## src/hw/rtl/bmt_pkg.sv

```systemverilog
// ----------------------------------------------------------------------------
// bmt_pkg
// Shared widths, operation codes, register map and controller/datapath
// command and status types for the block membership table.
// ----------------------------------------------------------------------------
package bmt_pkg;

    localparam int CAPACITY_DEF = 64;

    localparam int OP_W      = 3;
    localparam int BLOCK_W   = 64;
    localparam int CLUS_W    = 32;
    localparam int BPC_W     = 12;
    localparam int CNT_OUT_W = 7;
    localparam int LEN_W     = CLUS_W + BPC_W;

    localparam int APB_AW = 3;
    localparam int APB_DW = 32;

    localparam logic [OP_W-1:0] OP_UPTODATE  = 3'd0;
    localparam logic [OP_W-1:0] OP_READAHEAD = 3'd1;
    localparam logic [OP_W-1:0] OP_INSERT    = 3'd2;
    localparam logic [OP_W-1:0] OP_REMOVE    = 3'd3;
    localparam logic [OP_W-1:0] OP_RANGE     = 3'd4;
    localparam logic [OP_W-1:0] OP_PURGE     = 3'd5;

    // word index of the blocks-per-cluster register
    localparam logic REG_BPC = 1'b0;
    localparam logic [BPC_W-1:0] BPC_RESET = 12'd1;

    typedef struct packed {
        logic load;    // latch the incoming transaction
        logic prep;    // range length, clear scan counters
        logic scan;    // issue table reads
        logic finish;  // commit count, load result register
    } t_cmd;

    typedef struct packed {
        logic scans;      // operation walks the table
        logic scan_done;  // all live entries compared
        logic rsp_room;   // result register can take a new result
    } t_sts;

endpackage

```

## src/hw/rtl/bmt_ctrl.sv

```systemverilog
// ----------------------------------------------------------------------------
// bmt_ctrl
// Sequencer: accept, prepare, table scan, commit.
// ----------------------------------------------------------------------------
module bmt_ctrl import bmt_pkg::*; (
    input  logic i_clk,
    input  logic i_rst_n,
    input  logic i_valid,
    output logic o_ready,
    input  t_sts i_sts,
    output t_cmd o_cmd
);

    localparam logic [1:0] S_IDLE = 2'd0;
    localparam logic [1:0] S_PREP = 2'd1;
    localparam logic [1:0] S_SCAN = 2'd2;
    localparam logic [1:0] S_FIN  = 2'd3;

    logic [1:0] r_state;
    logic [1:0] n_state;

    always_comb begin
        n_state = r_state;
        o_cmd   = '0;
        o_ready = 1'b0;
        unique case (r_state)
            S_IDLE: begin
                o_ready = 1'b1;
                if (i_valid) begin
                    o_cmd.load = 1'b1;
                    n_state    = S_PREP;
                end
            end
            S_PREP: begin
                o_cmd.prep = 1'b1;
                n_state    = i_sts.scans ? S_SCAN : S_FIN;
            end
            S_SCAN: begin
                o_cmd.scan = 1'b1;
                if (i_sts.scan_done) begin
                    n_state = S_FIN;
                end
            end
            S_FIN: begin
                if (i_sts.rsp_room) begin
                    o_cmd.finish = 1'b1;
                    n_state      = S_IDLE;
                end
            end
            default: begin
                n_state = S_IDLE;
            end
        endcase
    end

    always_ff @(posedge i_clk) begin
        if (!i_rst_n) begin
            r_state <= S_IDLE;
        end else begin
            r_state <= n_state;
        end
    end

endmodule

```

## config.mk

```make
export PLATFORM = sky130hd
export DESIGN_NAME = bmt_ctrl
export DESIGN_NICKNAME = d
export VERILOG_FILES = /design/src/hw/rtl/bmt_pkg.sv /design/src/hw/rtl/bmt_ctrl.sv
export SDC_FILE = /design/constraint.sdc
export NUM_CORES = 1
export LEC_CHECK = 0
export BUFFER_PORTS_ARGS = -buffer_cell sky130_fd_sc_hd__buf_2
export CAP_MARGIN = 20
export CELL_PAD_IN_SITES_DETAIL_PLACEMENT = 0
export CELL_PAD_IN_SITES_GLOBAL_PLACEMENT = 1
export CORE_AREA = 2 2 39 41
export CTS_CLUSTER_SIZE = 28
export DETAILED_ROUTE_END_ITERATION = 16
export DIE_AREA = 0 0 41 43
export PLACE_DENSITY = 0.42
export REMOVE_ABC_BUFFERS = 1
export SETUP_SLACK_MARGIN = 0.5
export SYNTH_ARGS = -nofsm -noshare
export SYNTH_HDL_FRONTEND = slang
export SYNTH_SLANG_ARGS = --single-unit
```

## constraint.sdc

```tcl
create_clock -name i_clk -period 3.65 [get_ports i_clk]
set_input_delay 0.1825 -clock i_clk [delete_from_list [all_inputs] [get_ports i_clk]]
set_output_delay 0.1825 -clock i_clk [all_outputs]
set_load 0.01 [all_outputs]
```

==> impl_metrics.toml, run 1 <==
[outcome]
status = "complete, no violations"

[clock_tree]
cts_resized = 0
cts_tree = "done"
clk_pin_slew_worst_paths_ns = 0.03
clk_path_buf_depth = 2
hold_buffers = 0
post-cts-setup-buffer-count = 0
cts-root-buf = "clkbuf_4"
clkSinkCount = 2
cts_made_buffers = 3
clkLatencyLatePin_ns = 0.22
htreeDepth = 1

[synthesis]
ys_types = 13
yosys_register_bits = 2
synth_edf_count = 0
synth_area_leaders = "ha_1 24%, dfxtp_1 19%, a221oi_2 7.3%"
synthArstFlopShare = 0
ys.flop_type = "dfxtp_1"
yosysTopAreaCell = "ha_1"
netlist_instances = 22
yosysSeqAreaShare = 0.194
synth_top_area_frac = 0.242
avgSynthCellArea_sq_um = 9.38
ys_warn_count = 0
synth_common_cells = "4 x ha_1, 4 x inv_1, 2 x and2_1, 2 x dfxtp_1, 2 x nand2_1"
synthesis.area_sq_um = 206

[route]
vias = 195
drc = 0
wire_per_inst_um = 7.98
ant_nets = 0
drtPass1Iterations = 3
drt-total-wl_um = 407
viasPerCell = 3.82
drtIter0Drc = 4

[critical_path]
worstPathRequired_ns = 3.76
crit_path_start_kind = "flop"
critPathCaptureType = "flop"
arrival_ns = 1.61
critPathKind = "flop to flop"
worst-path-max-fanout = 6

[finish]
nNetsFinal = 47
drive_above_1_share = 0.457
antenna_cells = 0
largest-register = "r_state"
syn_to_final_growth_pct = 44.8
reg_top3 = "r_state (2)"
finalInstanceArea_sq_um = 299
fillers = 159
largest_reg_flops = 2

[timing]
holdWs_ns = 0.232
setup_violations = 0
fin_tns_setup_ns = 0
skew_ns = 0.00497
tightest_slew_ns = 0.265
rsz0062_at_grt = "no"
finalMaxSlewViolations = 0
fin_ws_ns = 2.14
timing.slew.headroom = 0.823
fmax_mhz = 664
min_period_ns = 1.51
period_share = 0.413
finalHoldViolations = 0

[floorplan]
die_h_um = 43
core.rowCount = 14
die_w_um = 41
pin_count = 11
start_util = 0.149
die_area_sq_um = 1760
core_sq_um = 1380

[placed_design]
placed_area_sq_um = 277
hpwl_um = 346
portBuffers = 10
pre_cts_ws_ns = 2.14
gp_congestion = 0.601

[grt]
grt_max_degree = 7
grt_pass1_vias = 189
antenna_found_initial = 0
grt_pass1_wl_um = 683
overflow = 0
track_usage = 0.0631

[power]
peakVddDrop_mv = 0.252
power.leakage_nw = 0.151
powerDensity_nw_per_um2 = 732
total_power_mw = 0.219

[job]
maxCapViolCount = 0

[min_path]
min_path_type = "input pin to flop"
[final timing paths]
path	endpoint	startpoint	slack (ns)	cells after the start
worst max-delay path	r_state[0]	r_state[0]	2.14	5
worst min-delay path	r_state[0]	i_rst_n	0.23	2
worst max register to register	r_state[0]	r_state[0]	2.14	5
worst min register to register	r_state[1]	r_state[1]	0.52	2
[cells by family (layout without fill, tap and decap cells)]
| group | after synthesis | in the layout | synth area share |
|---|---|---|---|
| adders and majority gates | 4 | 4 | 0.242 |
| DFF | 2 | 2 | 0.194 |
| muxes | 1 | 1 | 0.0485 |
| buffers and inverters | 4 | 17 | 0.0727 |
| AOI/OAI and AO/OA | 3 | 3 | 0.182 |
| and+or+nand+nor | 8 | 8 | 0.261 |
[routing by layer]
layer	up-vias	routed length (um)	global-route usage
met1	86	177	0.0575
met4	0	0	0.0600
met2	7	195	0.0844
met5	-	0	0
met3	0	34	0.0471
li1	102	-	-
[critical path, stage by stage (launching register included)]
cell	delay, ns
dfxtp_1	0.41
inv_1	0.09
ha_1	0.26
nand2b_1	0.16
a2111o_1	0.34
o2111a_1	0.14
[report_power, final]
group          switching (mW)  internal, mW  total, mW
Combinational          0.0600        0.0638      0.124
Clock                  0.0117        0.0362     0.0479
Sequential             0.0146        0.0327     0.0473
Total                  0.0863         0.133      0.219
[stage by stage]
stage,utilization,cells
after floorplan,-,22
after global placement,0.200,48
after detailed placement,0.200,48
after CTS,0.216,51
after global routing,0.216,51
final,0.216,51
[layout by cell type, fill, tap and decap left out]
| cell | netlist | final |
|---|---|---|
| nand2_1 | 2 | 2 |
| buf_2 | 0 | 10 |
| a221oi_2 | 1 | 1 |
| a2111o_1 | 1 | 1 |
| o2111a_1 | 1 | 1 |
| dfxtp_1 | 2 | 2 |
| or3_2 | 1 | 1 |
| clkbuf_4 | 0 | 3 |
| nor2b_4 | 1 | 1 |
| mux2i_1 | 1 | 1 |
| inv_1 | 4 | 4 |
| nor2b_1 | 1 | 1 |
| nand2b_1 | 1 | 1 |
| ha_1 | 4 | 4 |
| and2_1 | 2 | 2 |
[layout make-up]
class,instances,area [sq um],area share
Clock buffer,3,22.5,0.0753
Sequential cell,2,40.0,0.134
Inverter,4,15.0,0.0502
Tap cell,16,20.0,0.0669
Timing Repair Buffer,10,50.0,0.167
Multi-Input combinational cell,16,151,0.506
(Power assumes the default switching activity.)
==> run 2: changes to the inputs <==
PLACE_DENSITY = 0.43   (was 0.42)
clock period = 1.25 ns   (was 3.65 ns; I/O delays follow)
==> run 2 against run 1 <==
Effect of this change: the flow now finishes with violations (negative setup slack); via count up 10%; hold slack worse by 0.12 ns; clock-buffer cell count unchanged; utilization up 8.4 points; clock skew down 0.0038 ns; combinational power rose to 5.8 times the previous value; sequential power rose to 3.4 times the previous value; highest routed layer unchanged.
==> impl_metrics.toml, run 2 (synthesized netlist as in run 1, its figures left out) <==
[clock_tree]
cts_made_buffers = 3
cts_tree = "done"
htreeDepth = 1
clk_path_buf_depth = 2
cts-root-buf = "clkbuf_4"
hold_buffers = 0
clkSinkCount = 2
clkLatencyLatePin_ns = 0.22
clk_pin_slew_worst_paths_ns = 0.03

[critical_path]
crit_path_start_kind = "flop"
r2r_cells = 4
worstPathRequired_ns = 1.19
worst-path-max-fanout = 3
arrival_ns = 1.23
critPathCaptureType = "output port"
r2r-start = "r_state[0]"
critPathKind = "flop to output port"
r2r_slack_ns = -0.04
rr_endpoint = "r_state[0]"

[finish]
layout_common_cells = "7 x buf_2, 7 x buf_6, 3 x ha_4, 3 x clkbuf_4"
nNetsFinal = 51
reg_top3 = "r_state (2)"
seq_area_sq_um = 47.5
syn_to_final_growth_pct = 101
antenna_cells = 0
largest-register = "r_state"
drive_above_1_share = 0.718
largest_reg_flops = 2
multi_input_area_sq_um = 191
fillers = 161

[placed_design]
hpwl_um = 386
gp_congestion = 0.645
portBuffers = 10
pre_cts_ws_ns = -0.162

[route]
drtIter0Drc = 1
wl_met3_um = 37
drc = 0
highest_layer = "met3"
route.met2.wl_um = 283
viasPerCell = 3.91
drtPass1Iterations = 2
vias = 215
drt-total-wl_um = 508
drt-met1-wl_um = 187
ant_nets = 0
wire_per_inst_um = 9.24

[timing]
tightest_slew_ns = 0.287
period_share = 1.03
timing.slew.headroom = 0.808
finalMaxSlewViolations = 0
skew_ns = 0.00113
fin_ws_ns = -0.0424
setup_violations = 3
rsz0062_at_grt = "yes"
min_period_ns = 1.29
fin_tns_setup_ns = -0.0887
fmax_mhz = 774
finalHoldViolations = 0

[outcome]
status = "finished with violations"
failed_checks = "negative setup slack"

[floorplan]
core_sq_um = 1380
die_h_um = 43
die_area_sq_um = 1760
pin_count = 11
start_util = 0.149
die_w_um = 41
core.rowCount = 14

[min_path]
hold_end = "r_state[1]"
min_path_type = "input pin to flop"
min-delay-start = "i_rst_n"
hold_depth = 3

[grt]
track_usage = 0.0691
grt_pass1_wl_um = 786
antenna_found_initial = 0
grt_max_degree = 5
grt_pass1_vias = 238
overflow = 0

[power]
total_power_mw = 1.02
powerDensity_nw_per_um2 = 2450
power.leakage_nw = 0.185
peakVddDrop_mv = 0.769

[job]
maxCapViolCount = 0
-- run 2: cell types whose count changed in the layout (fill, tap and decap cells not counted) --
cell	before	now
inv_4	0	2
and2_1	2	1
buf_6	0	7
and2_4	0	1
ha_1	4	1
dfxtp_4	0	2
buf_2	10	7
dfxtp_1	2	0
inv_1	4	2
ha_4	0	3
-- run 2: stage by stage --
step | instances | hold slack, ns | instance area (sq um) | utilization
floorplan | 22 | 0.202 | 206 | -
global placement | 51 | 0.335 | 299 | 0.216
detailed placement | 51 | 0.348 | 299 | 0.216
CTS | 55 | 0.103 | 363 | 0.262
global route | 55 | 0.120 | 415 | 0.300
finish | 55 | 0.109 | 415 | 0.300
-- run 2: area by class of cell --
| class | instances | share of cell area |
|---|---|---|
| Tap cell | 16 | 0.0482 |
| Inverter | 4 | 0.0482 |
| Sequential cell | 2 | 0.114 |
| Timing Repair Buffer | 14 | 0.274 |
| Clock buffer | 3 | 0.0542 |
| Multi-Input combinational cell | 16 | 0.461 |
-- run 2: power by group --
group	switching [mW]	total (mW)	leakage, nW	internal, mW
combinational	0.284	0.720	0.153	0.436
sequential	0.0448	0.159	0.0178	0.114
clock	0.0339	0.140	0.0138	0.106
-- run 2: routing by layer --
metal  track usage  vias to the layer above
met5             0                        -
met4        0.0800                        0
met3        0.0157                        0
met2         0.119                        7
met1        0.0510                       98
li1              -                      110
-- run 2: how the worst max path moves through the flow --
stage,cells past startpoint,slack (ns),endpoint,startpoint
floorplan,5,-0.20,r_state[0],r_state[0]
global placement,5,-0.15,r_state[1],r_state[1]
detailed placement,5,-0.16,r_state[0],r_state[1]
CTS,6,-0.05,o_cmd[3],r_state[1]
global route,6,-0.09,o_cmd[3],r_state[1]
finish,6,-0.04,o_cmd[3],r_state[1]
-- run 2: repair_timing --
action,CTS,global route
setup endpoints to repair,7,7
buffers inserted,1,0
gates resized for setup,11,12
pin swaps,2,2
-- run 2: critical path, stage by stage, from the launching register on --
cell and delay (ns):
dfxtp_4 0.36, inv_4 0.05, ha_4 0.15, buf_6 0.11, buf_6 0.10, and2_4 0.12
buf_6 0.11
